### config.mk
export PLATFORM = sky130hd
export DESIGN_NAME = ethernet_l4_port_packet_filter
export DESIGN_NICKNAME = d
export VERILOG_FILES = /design/src/rtl/elpf_pkg.sv /design/src/rtl/elpf_front.sv /design/src/rtl/elpf_fifo.sv /design/src/rtl/elpf_back.sv /design/src/rtl/ethernet_l4_port_packet_filter.sv
export SDC_FILE = /design/constraint.sdc
export NUM_CORES = 2
export LEC_CHECK = 0
export ABC_AREA = 1
export BUFFER_PORTS_ARGS = -buffer_cell sky130_fd_sc_hd__buf_2
export CORE_UTILIZATION = 50
export DETAILED_ROUTE_END_ITERATION = 8
export GPL_TIMING_DRIVEN = 0
export PLACE_DENSITY = 0.64
export SLEW_MARGIN = 10
export SYNTH_ARGS = -nofsm -noshare
export SYNTH_HDL_FRONTEND = slang
export SYNTH_SLANG_ARGS = --single-unit
### constraint.sdc
create_clock -name clk -period 18.3 [get_ports clk]
set_input_delay 0.915 -clock clk [delete_from_list [all_inputs] [get_ports clk]]
set_output_delay 0.915 -clock clk [all_outputs]
set_load 0.01 [all_outputs]
### src/rtl/elpf_pkg.sv
// shared types and constants for the ethernet l4 port packet filter
// no dependencies; imported by every module of the block
`timescale 1ns / 1ps

package elpf_pkg;

  localparam int DEFAULT_PORT_SLOTS = 32;
  localparam int GROUP_SLOTS        = 16;
  localparam int QUEUE_DEPTH        = 4;
  localparam int QUEUE_PTR_W        = $clog2(QUEUE_DEPTH);

  localparam logic CMD_TABLE_WRITE = 1'b0;
  localparam logic CMD_FRAME_BYTE  = 1'b1;

  localparam logic [15:0] ETH_IPV4   = 16'h0800;
  localparam logic [15:0] ETH_IPV6   = 16'h86DD;
  localparam logic [15:0] ETH_TAG_Q  = 16'h8100;
  localparam logic [15:0] ETH_TAG_AD = 16'h88A8;
  localparam logic [15:0] FRAG_MASK  = 16'h1FFF;

  localparam logic [3:0] IHL_MIN   = 4'd5;
  localparam logic [7:0] PROTO_TCP = 8'd6;
  localparam logic [7:0] PROTO_UDP = 8'd17;

  localparam logic [4:0] L3_PLAIN  = 5'd14;
  localparam logic [4:0] L3_TAGGED = 5'd18;
  localparam logic [6:0] POS_MAX   = 7'd127;

  typedef enum logic [2:0] {
    VERDICT_KEPT     = 3'd0,
    VERDICT_TRUNC    = 3'd1,
    VERDICT_NOT_IP   = 3'd2,
    VERDICT_BAD_IHL  = 3'd3,
    VERDICT_FRAG     = 3'd4,
    VERDICT_NOT_L4   = 3'd5,
    VERDICT_NO_MATCH = 3'd6
  } verdict_t;

  // one queued job: a table write or a frame waiting for its port match
  typedef struct packed {
    logic             is_write;
    logic [4:0]       slot_index;
    logic [15:0]      slot_port;
    logic             slot_enable;
    verdict_t         code;
    logic             need_match;
    logic [15:0]      src_port;
    logic [15:0]      dst_port;
  } queue_entry_t;

  typedef struct packed {
    logic full;
    logic empty;
  } queue_status_t;

endpackage

### src/rtl/elpf_front.sv
// byte parser: tracks header offsets, captures l4 ports, forms the pre-match verdict
// depends on elpf_pkg; feeds elpf_fifo
`timescale 1ns / 1ps

module elpf_front (
  input  logic                    clk,
  input  logic                    rst_n,
  input  logic                    in_valid,
  output logic                    in_stall,
  input  logic                    in_command,
  input  logic [7:0]              in_frame_byte,
  input  logic                    in_frame_end,
  input  logic [4:0]              in_slot_index,
  input  logic [15:0]             in_slot_port,
  input  logic                    in_slot_enable,
  output logic                    push,
  output elpf_pkg::queue_entry_t  push_entry,
  input  elpf_pkg::queue_status_t q_status
);
  import elpf_pkg::*;

  logic        accept;
  logic        byte_take;
  logic [6:0]  pos_r, pos_nxt;
  logic [15:0] ek_r, ek_mid, ek_nxt;
  logic [4:0]  l3_r, l3_nxt;
  logic [6:0]  l4_r, l4_nxt;
  logic [3:0]  hw_r, hw_nxt;
  logic [15:0] frag_r, frag_nxt;
  logic [7:0]  tk_r, tk_nxt;
  logic [15:0] src_r, src_nxt;
  logic [15:0] dst_r, dst_nxt;
  logic [6:0]  l3_ext, rel3, rel4;
  logic        in_l3;
  logic [7:0]  len, l3_len, l4_need;
  verdict_t    code;
  logic        need_match;

  assign in_stall  = q_status.full;
  assign accept    = in_valid && !in_stall;
  assign byte_take = accept && (in_command == CMD_FRAME_BYTE);

  always_comb begin
    ek_mid = ek_r;
    if (pos_r == 7'd12 || pos_r == 7'd13) begin
      ek_mid = {ek_r[7:0], in_frame_byte};
    end
    l3_nxt = l3_r;
    if (pos_r == 7'd13 && (ek_mid == ETH_TAG_Q || ek_mid == ETH_TAG_AD)) begin
      l3_nxt = L3_TAGGED;
    end
    ek_nxt = ek_mid;
    if (l3_nxt == L3_TAGGED && (pos_r == 7'd16 || pos_r == 7'd17)) begin
      ek_nxt = {ek_mid[7:0], in_frame_byte};
    end

    l3_ext   = {2'b00, l3_nxt};
    in_l3    = (pos_r >= l3_ext);
    rel3     = pos_r - l3_ext;
    hw_nxt   = hw_r;
    l4_nxt   = l4_r;
    frag_nxt = frag_r;
    tk_nxt   = tk_r;
    if (ek_nxt == ETH_IPV4 && in_l3) begin
      if (rel3 == 7'd0) begin
        hw_nxt = in_frame_byte[3:0];
        l4_nxt = l3_ext + {1'b0, in_frame_byte[3:0], 2'b00};
      end else if (rel3 == 7'd6 || rel3 == 7'd7) begin
        frag_nxt = {frag_r[7:0], in_frame_byte};
      end else if (rel3 == 7'd9) begin
        tk_nxt = in_frame_byte;
      end
    end else if (ek_nxt == ETH_IPV6 && in_l3) begin
      if (rel3 == 7'd0) begin
        l4_nxt = l3_ext + 7'd40;
      end else if (rel3 == 7'd6) begin
        tk_nxt = in_frame_byte;
      end
    end

    // port bytes: source in the first two, destination in the next two
    rel4    = pos_r - l4_nxt;
    src_nxt = src_r;
    dst_nxt = dst_r;
    if (l4_nxt != 7'd0 && pos_r >= l4_nxt && rel4 < 7'd4) begin
      if (rel4 < 7'd2) begin
        src_nxt = {src_r[7:0], in_frame_byte};
      end else begin
        dst_nxt = {dst_r[7:0], in_frame_byte};
      end
    end

    pos_nxt = (pos_r == POS_MAX) ? pos_r : pos_r + 7'd1;
  end

  // verdict on the last byte, before the table match
  always_comb begin
    len     = {1'b0, pos_r} + 8'd1;
    l3_len  = {3'b000, l3_nxt};
    l4_need = {1'b0, l4_nxt} + ((tk_nxt == PROTO_UDP) ? 8'd8 : 8'd20);
    need_match = 1'b0;
    priority if (len < 8'd14) begin
      code = VERDICT_TRUNC;
    end else if (len < l3_len) begin
      code = VERDICT_TRUNC;
    end else if (ek_nxt == ETH_IPV4 && len < l3_len + 8'd20) begin
      code = VERDICT_TRUNC;
    end else if (ek_nxt == ETH_IPV4 && hw_nxt < IHL_MIN) begin
      code = VERDICT_BAD_IHL;
    end else if (ek_nxt == ETH_IPV4 && (frag_nxt & FRAG_MASK) != 16'd0) begin
      code = VERDICT_FRAG;
    end else if (ek_nxt == ETH_IPV6 && len < l3_len + 8'd40) begin
      code = VERDICT_TRUNC;
    end else if (ek_nxt != ETH_IPV4 && ek_nxt != ETH_IPV6) begin
      code = VERDICT_NOT_IP;
    end else if (tk_nxt != PROTO_UDP && tk_nxt != PROTO_TCP) begin
      code = VERDICT_NOT_L4;
    end else if (len < l4_need) begin
      code = VERDICT_TRUNC;
    end else begin
      code       = VERDICT_NO_MATCH;
      need_match = 1'b1;
    end
  end

  always_ff @(posedge clk) begin
    if (!rst_n) begin
      pos_r  <= '0;
      ek_r   <= '0;
      l3_r   <= L3_PLAIN;
      l4_r   <= '0;
      hw_r   <= '0;
      frag_r <= '0;
      tk_r   <= '0;
      src_r  <= '0;
      dst_r  <= '0;
    end else if (byte_take) begin
      if (in_frame_end) begin
        pos_r  <= '0;
        ek_r   <= '0;
        l3_r   <= L3_PLAIN;
        l4_r   <= '0;
        hw_r   <= '0;
        frag_r <= '0;
        tk_r   <= '0;
        src_r  <= '0;
        dst_r  <= '0;
      end else begin
        pos_r  <= pos_nxt;
        ek_r   <= ek_nxt;
        l3_r   <= l3_nxt;
        l4_r   <= l4_nxt;
        hw_r   <= hw_nxt;
        frag_r <= frag_nxt;
        tk_r   <= tk_nxt;
        src_r  <= src_nxt;
        dst_r  <= dst_nxt;
      end
    end
  end

  assign push = accept && (in_command == CMD_TABLE_WRITE || in_frame_end);

  always_comb begin
    push_entry.is_write    = (in_command == CMD_TABLE_WRITE);
    push_entry.slot_index  = in_slot_index;
    push_entry.slot_port   = in_slot_port;
    push_entry.slot_enable = in_slot_enable;
    push_entry.code        = code;
    push_entry.need_match  = need_match;
    push_entry.src_port    = src_nxt;
    push_entry.dst_port    = dst_nxt;
  end

  a_frame_end_clears: assert property (@(posedge clk) disable iff (!rst_n)
    byte_take && in_frame_end |=> pos_r == 7'd0 && l3_r == L3_PLAIN && l4_r == 7'd0)
    else $error("parse state not cleared after last byte");

endmodule

### src/rtl/elpf_fifo.sv
// short job queue between the parser and the match stage
// depends on elpf_pkg
`timescale 1ns / 1ps

module elpf_fifo (
  input  logic                    clk,
  input  logic                    rst_n,
  input  logic                    push,
  input  elpf_pkg::queue_entry_t  push_entry,
  input  logic                    pop,
  output elpf_pkg::queue_entry_t  head,
  output elpf_pkg::queue_status_t status
);
  import elpf_pkg::*;

  queue_entry_t           mem_r [QUEUE_DEPTH];
  logic [QUEUE_PTR_W-1:0] wr_ptr_r, rd_ptr_r;
  logic [QUEUE_PTR_W:0]   cnt_r;

  assign status.full  = (cnt_r == (QUEUE_PTR_W + 1)'(QUEUE_DEPTH));
  assign status.empty = (cnt_r == '0);
  assign head         = mem_r[rd_ptr_r];

  always_ff @(posedge clk) begin
    if (push) begin
      mem_r[wr_ptr_r] <= push_entry;
    end
  end

  always_ff @(posedge clk) begin
    if (!rst_n) begin
      wr_ptr_r <= '0;
      rd_ptr_r <= '0;
      cnt_r    <= '0;
    end else begin
      if (push) begin
        wr_ptr_r <= wr_ptr_r + 1'b1;
      end
      if (pop) begin
        rd_ptr_r <= rd_ptr_r + 1'b1;
      end
      if (push && !pop) begin
        cnt_r <= cnt_r + 1'b1;
      end else if (pop && !push) begin
        cnt_r <= cnt_r - 1'b1;
      end
    end
  end

  a_no_push_when_full: assert property (@(posedge clk) disable iff (!rst_n)
    push |-> !status.full)
    else $error("queue written while full");

  a_no_pop_when_empty: assert property (@(posedge clk) disable iff (!rst_n)
    pop |-> !status.empty)
    else $error("queue read while empty");

endmodule

### src/rtl/elpf_back.sv
// port table, grouped parallel match and the result register
// depends on elpf_pkg; drains elpf_fifo
`timescale 1ns / 1ps

module elpf_back #(
  parameter int PORT_SLOTS = elpf_pkg::DEFAULT_PORT_SLOTS
) (
  input  logic                    clk,
  input  logic                    rst_n,
  input  elpf_pkg::queue_entry_t  head,
  input  elpf_pkg::queue_status_t q_status,
  output logic                    pop,
  output logic                    out_valid,
  input  logic                    out_stall,
  output logic                    out_keep_frame,
  output logic [2:0]              out_verdict_code
);
  import elpf_pkg::*;

  localparam int GROUPS = (PORT_SLOTS + GROUP_SLOTS - 1) / GROUP_SLOTS;

  logic [15:0]           port_r [PORT_SLOTS];
  logic [PORT_SLOTS-1:0] en_r;
  logic [GROUPS-1:0]     grp_hit;
  logic                  adv;
  logic                  tbl_write;

  logic                  b_valid_r;
  verdict_t              b_code_r;
  logic                  b_need_r;
  logic [GROUPS-1:0]     b_hit_r;

  logic                  out_valid_r;
  logic                  out_keep_r;
  verdict_t              out_code_r;
  verdict_t              final_code;

  // whole back pipe moves when the result register is free or being taken
  assign adv       = !out_valid_r || !out_stall;
  assign pop       = adv && !q_status.empty;
  assign tbl_write = pop && head.is_write;

  always_ff @(posedge clk) begin
    if (!rst_n) begin
      en_r <= '0;
    end else if (tbl_write) begin
      for (int i = 0; i < PORT_SLOTS; i++) begin
        if (int'(head.slot_index) == i) begin
          en_r[i] <= head.slot_enable;
        end
      end
    end
  end

  always_ff @(posedge clk) begin
    if (tbl_write && head.slot_enable) begin
      for (int i = 0; i < PORT_SLOTS; i++) begin
        if (int'(head.slot_index) == i) begin
          port_r[i] <= head.slot_port;
        end
      end
    end
  end

  // per group hit flags, or-ed together in the next stage
  always_comb begin
    int s;
    grp_hit = '0;
    for (int g = 0; g < GROUPS; g++) begin
      for (int k = 0; k < GROUP_SLOTS; k++) begin
        s = g * GROUP_SLOTS + k;
        if (s < PORT_SLOTS) begin
          if (en_r[s] && (port_r[s] == head.src_port || port_r[s] == head.dst_port)) begin
            grp_hit[g] = 1'b1;
          end
        end
      end
    end
  end

  always_ff @(posedge clk) begin
    if (!rst_n) begin
      b_valid_r <= 1'b0;
    end else if (adv) begin
      b_valid_r <= pop && !head.is_write;
    end
  end

  always_ff @(posedge clk) begin
    if (adv) begin
      b_code_r <= head.code;
      b_need_r <= head.need_match;
      b_hit_r  <= grp_hit;
    end
  end

  always_comb begin
    final_code = b_code_r;
    if (b_need_r) begin
      final_code = (|b_hit_r) ? VERDICT_KEPT : VERDICT_NO_MATCH;
    end
  end

  always_ff @(posedge clk) begin
    if (!rst_n) begin
      out_valid_r <= 1'b0;
    end else if (adv) begin
      out_valid_r <= b_valid_r;
    end
  end

  always_ff @(posedge clk) begin
    if (adv) begin
      out_code_r <= final_code;
      out_keep_r <= (final_code == VERDICT_KEPT);
    end
  end

  assign out_valid        = out_valid_r;
  assign out_keep_frame   = out_keep_r;
  assign out_verdict_code = out_code_r;

  a_keep_matches_code: assert property (@(posedge clk) disable iff (!rst_n)
    out_valid_r |-> out_keep_r == (out_code_r == VERDICT_KEPT))
    else $error("keep flag disagrees with verdict");

  a_write_gives_no_result: assert property (@(posedge clk) disable iff (!rst_n)
    tbl_write |=> !b_valid_r)
    else $error("table write produced a result");

endmodule

### src/rtl/ethernet_l4_port_packet_filter.sv
// top level of the ethernet l4 port packet filter
// depends on elpf_pkg, elpf_front, elpf_fifo, elpf_back
`timescale 1ns / 1ps

// usage
//   input channel (in_valid / in_stall): one transaction per cycle while in_stall
//   is low, either a frame byte (in_command = frame byte, in_frame_end marks the
//   last byte) or a port table write (in_slot_index, in_slot_port, in_slot_enable)
//   result channel (out_valid / out_stall): one transaction per frame, after its
//   last byte: out_keep_frame and out_verdict_code
// throughput: one input transaction every cycle while the queue is not full, set by
//   the byte parser, which handles each byte combinationally, and by the match stage,
//   which compares both ports against the whole table in one pass
// after its last byte is accepted, a result passes through the queue, the match
//   stage register and the result register
// reset: synchronous, active low; clears the parse state, the queue and all
//   table enables, so every slot starts disabled; no clearing pass is needed
// receiver stall: the result register holds, the match stage halts and the
//   queue fills; in_stall rises only once the queue is full, so bytes that
//   end no frame keep flowing until then
// table writes travel through the same queue as frame verdicts, so a frame
//   is matched against the table as it stands when its last byte arrives
module ethernet_l4_port_packet_filter #(
  parameter int PORT_SLOTS = elpf_pkg::DEFAULT_PORT_SLOTS
) (
  input  logic        clk,
  input  logic        rst_n,
  input  logic        in_valid,
  output logic        in_stall,
  input  logic        in_command,
  input  logic [7:0]  in_frame_byte,
  input  logic        in_frame_end,
  input  logic [4:0]  in_slot_index,
  input  logic [15:0] in_slot_port,
  input  logic        in_slot_enable,
  output logic        out_valid,
  input  logic        out_stall,
  output logic        out_keep_frame,
  output logic [2:0]  out_verdict_code
);
  import elpf_pkg::*;

  // parser to queue
  logic          push;
  queue_entry_t  push_entry;
  // queue to match stage
  logic          pop;
  queue_entry_t  head;
  queue_status_t q_status;

  elpf_front u_front (
    .clk            (clk),
    .rst_n          (rst_n),
    .in_valid       (in_valid),
    .in_stall       (in_stall),
    .in_command     (in_command),
    .in_frame_byte  (in_frame_byte),
    .in_frame_end   (in_frame_end),
    .in_slot_index  (in_slot_index),
    .in_slot_port   (in_slot_port),
    .in_slot_enable (in_slot_enable),
    .push           (push),
    .push_entry     (push_entry),
    .q_status       (q_status)
  );

  elpf_fifo u_fifo (
    .clk        (clk),
    .rst_n      (rst_n),
    .push       (push),
    .push_entry (push_entry),
    .pop        (pop),
    .head       (head),
    .status     (q_status)
  );

  // match stage: table lives here so writes stay in order with verdicts
  elpf_back #(
    .PORT_SLOTS (PORT_SLOTS)
  ) u_back (
    .clk              (clk),
    .rst_n            (rst_n),
    .head             (head),
    .q_status         (q_status),
    .pop              (pop),
    .out_valid        (out_valid),
    .out_stall        (out_stall),
    .out_keep_frame   (out_keep_frame),
    .out_verdict_code (out_verdict_code)
  );

endmodule

==> metrics <==
unrepaired setup endpoints after global routing no; CTS Buffer Depth 3; WL met1 65400 µm; outcome complete, but fails checks; DRC viols 0; initial antenna violation count 8; Port Buffers 41; switching part of the total 48.0%; vias in the first global route 35697; area of the multi-input gates 19800 µm²; Worst-Skew Late Latency 700 ps; CTS tree built; Worst Tran Pin Value 1510 ps; Clk network pwr share 21.5%; kind of critical path reg -> reg; final non-filler cell total 6281; Tcrit/Tclk final 53.4%; pin count of the biggest net entering global routing 26; Worst-path clk slew 60 ps; DRT iter0 DRCs 5738; gpl congestion 1.02; fin crit period 9770 ps; area of the core 93500 µm²; Pwr Density 176 nW/µm²; Final #Nets 5031; Post-Syn Nets 4841; Cell variety after synth 61; Routed Wire Length 179000 µm; layout cells sized above 1 9.10%; Yosys reg bits 893; warnings from Yosys 0; fmax 102 MHz; Detail Placement HPWL 121000 µm; clock sink count 893; commonest non-fill, non-tap cell in the layout nand2_1; Crit Path Max Fanout 10; crit-path max cell delay 550 ps; die area 95800 µm²; highest metal used met5; TritonRoute pass-1 iters 6; PostCTS Resize Cnt 0; Syn Inst Count 4748; commonest cells after routing, fill and taps aside nand2_1 (965), edfxtp_1 (758), xor2_1 (572); Layout Skew 28.7 ps; cts bufs inserted 97; post-synthesis sequential area ratio 53.9%; x dimension of the die 309 µm; Hold Crit Class in -> reg; routed vias 38417; Starting Density 50.6%; Final Hold Viols 0; drt via density 6.12; Final Worst Setup Slack 8530 ps; worst setup path startpoint u_front.pos_r[1]; Post-synth EDFFs 758; sequential power share 27.4%; Area Overhead vs Synth 13.9%; setup bufs post-CTS 0; first-pass GRT wire length 250000 µm; mapped cell area 47300 µm²; CP endpoint kind flop; Max Transition Viols Final 11; failing checks max-capacitance violations, max-slew violations; IO Pins 42; H-tree Lvls 3; Slew Limit Headroom -0.531%; worst hold start in_slot_port[6]; Max IR drop VDD 0.000128 V; drt wl/cell 28.6 µm; asr flop ratio synth 0%; Setup Slack @ Placement 8770 ps; top_reg_cell synth edfxtp_1; cell total after placement 6093; Die H 309 µm; synthesized area per cell 9.95 µm²; Max-Cap Viols 4; Top cell by count, worst path nand2_1; fillers 8043; Net Switching 4.54 mW; grt total ovfl 0; total negative slack 0 ps; Critical Path Source Type flop; leakage 19.9 nW; Gate power share 51.1%; hold buffer count at CTS 0; Rows 112; CTS root buffer clkbuf_16; Setup-failing EPs final 0; sequential cell area 25500 µm²; critical path's slowest cell dfxtp_1; routed wl met2 78600 µm; Req. time, crit path 18700 ps; reg-to-reg startpoint u_front.pos_r[1]; Pint 4.92 mW; met3 wire length 21700 µm; global-route usage over all layers 37.1%; crit path DAT 10170 ps; Routed Antenna Nets 0
critical path, delay by kind of cell, from the launching register on:
family | cells | cell delay (ps)
DFF | 1 | 550
adders and majority gates | 6 | 2010
AOI/OAI and AO/OA | 8 | 1640
buffers and inverters | 10 | 1130
and+or+nand+nor | 27 | 4130
Yosys cell counts, types with 22 or more instances:
| cell | instances | area (µm²) |
|---|---|---|
| clkbuf_1 | 163 | 612 |
| nor2_1 | 246 | 923 |
| o21ai_0 | 165 | 826 |
| nand3_1 | 220 | 1100 |
| and2_1 | 32 | 200 |
| o22ai_1 | 74 | 463 |
| a21oi_1 | 189 | 946 |
| nand2_1 | 966 | 3630 |
| xor2_1 | 572 | 5010 |
| nand4_1 | 188 | 1180 |
| a221oi_1 | 22 | 193 |
| ha_1 | 52 | 651 |
| nor4_1 | 59 | 369 |
| o41ai_1 | 28 | 245 |
| or2_2 | 45 | 282 |
| nor3_1 | 31 | 155 |
| xnor2_1 | 200 | 1750 |
| dfxtp_1 | 135 | 2700 |
| buf_1 | 30 | 113 |
| inv_1 | 373 | 1400 |
| edfxtp_1 | 758 | 22800 |
cell families after synthesis:
kind of cell / synth area share (%)
flip-flops: 53.9
XOR/XNOR: 14.3
AND/OR/NAND/NOR: 18.2
buffers and inverters: 4.95
AO/OA/AOI/OAI: 7.08
adder cells (fa/ha/maj): 1.59
cell type report:
type	instances	share of cell area, %
diodes	7	0.0326
flip-flops and latches	893	47.3
well taps	1254	2.92
inverters	386	2.69
multi-input cells	3258	36.8
repair buffers	91	2.47
plain buffers	211	1.75
clock inverters	55	1.16
clock buffers	126	4.87
per-stage QoR:
step	total power, mW	util [%]	instance area [µm²]	hold WS (ps)
3_3_place_gp	6.89	52.5	49000	449
3_5_place_dp	7.19	54.1	50500	455
2_1_floorplan	4.82	-	47300	436
5_1_grt	9.53	57.5	53800	416
6_report	9.46	57.6	53800	442
4_1_cts	9.19	57.5	53800	422
power groups by stage:
stage / Clock, mW / Sequential, mW / Combinational [mW]
5_1_grt: 2.11 / 2.60 / 4.82
3_5_place_dp: 0 / 2.63 / 4.56
2_1_floorplan: 0 / 2.64 / 2.18
6_report: 2.03 / 2.59 / 4.84
4_1_cts: 2.03 / 2.59 / 4.57
3_3_place_gp: 0 / 2.70 / 4.19
layer usage:
layer | GRT usage [%] | vias to the layer above
li1 | - | 16700
met1 | 46.1 | 18389
met2 | 57.1 | 2620
met3 | 10.2 | 702
met4 | 23.8 | 6
met5 | 0 | -
path summary, 6_finish.rpt:
kind	endpoint	slack, ps	cells past startpoint
worst max-delay path	u_fifo.mem_r[3][34]	8530	51
worst min-delay path	u_fifo.mem_r[3][43]	440	1
worst max register to register	u_fifo.mem_r[3][34]	8530	51
worst min register to register	u_front.ek_r[12]	460	2
sequential cells by signal, indices dropped and copies added, names as in the netlist, 3 cells and up, named ones only:
signal and cells:
u_front.l3_r 5, u_back.b_code_r 3, u_front.l4_r 7, u_front.dst_r 16, u_back.port_r 512, u_back.out_verdict_code 3
u_fifo.cnt_r 3, u_front.ek_r 16, u_back.en_r 32, u_front.hw_r 4, u_front.src_r 16, u_front.frag_r 13
u_front.tk_r 8, u_fifo.mem_r 236, u_front.pos_r 7
No activity file was read; power rests on OpenSTA's default activity.
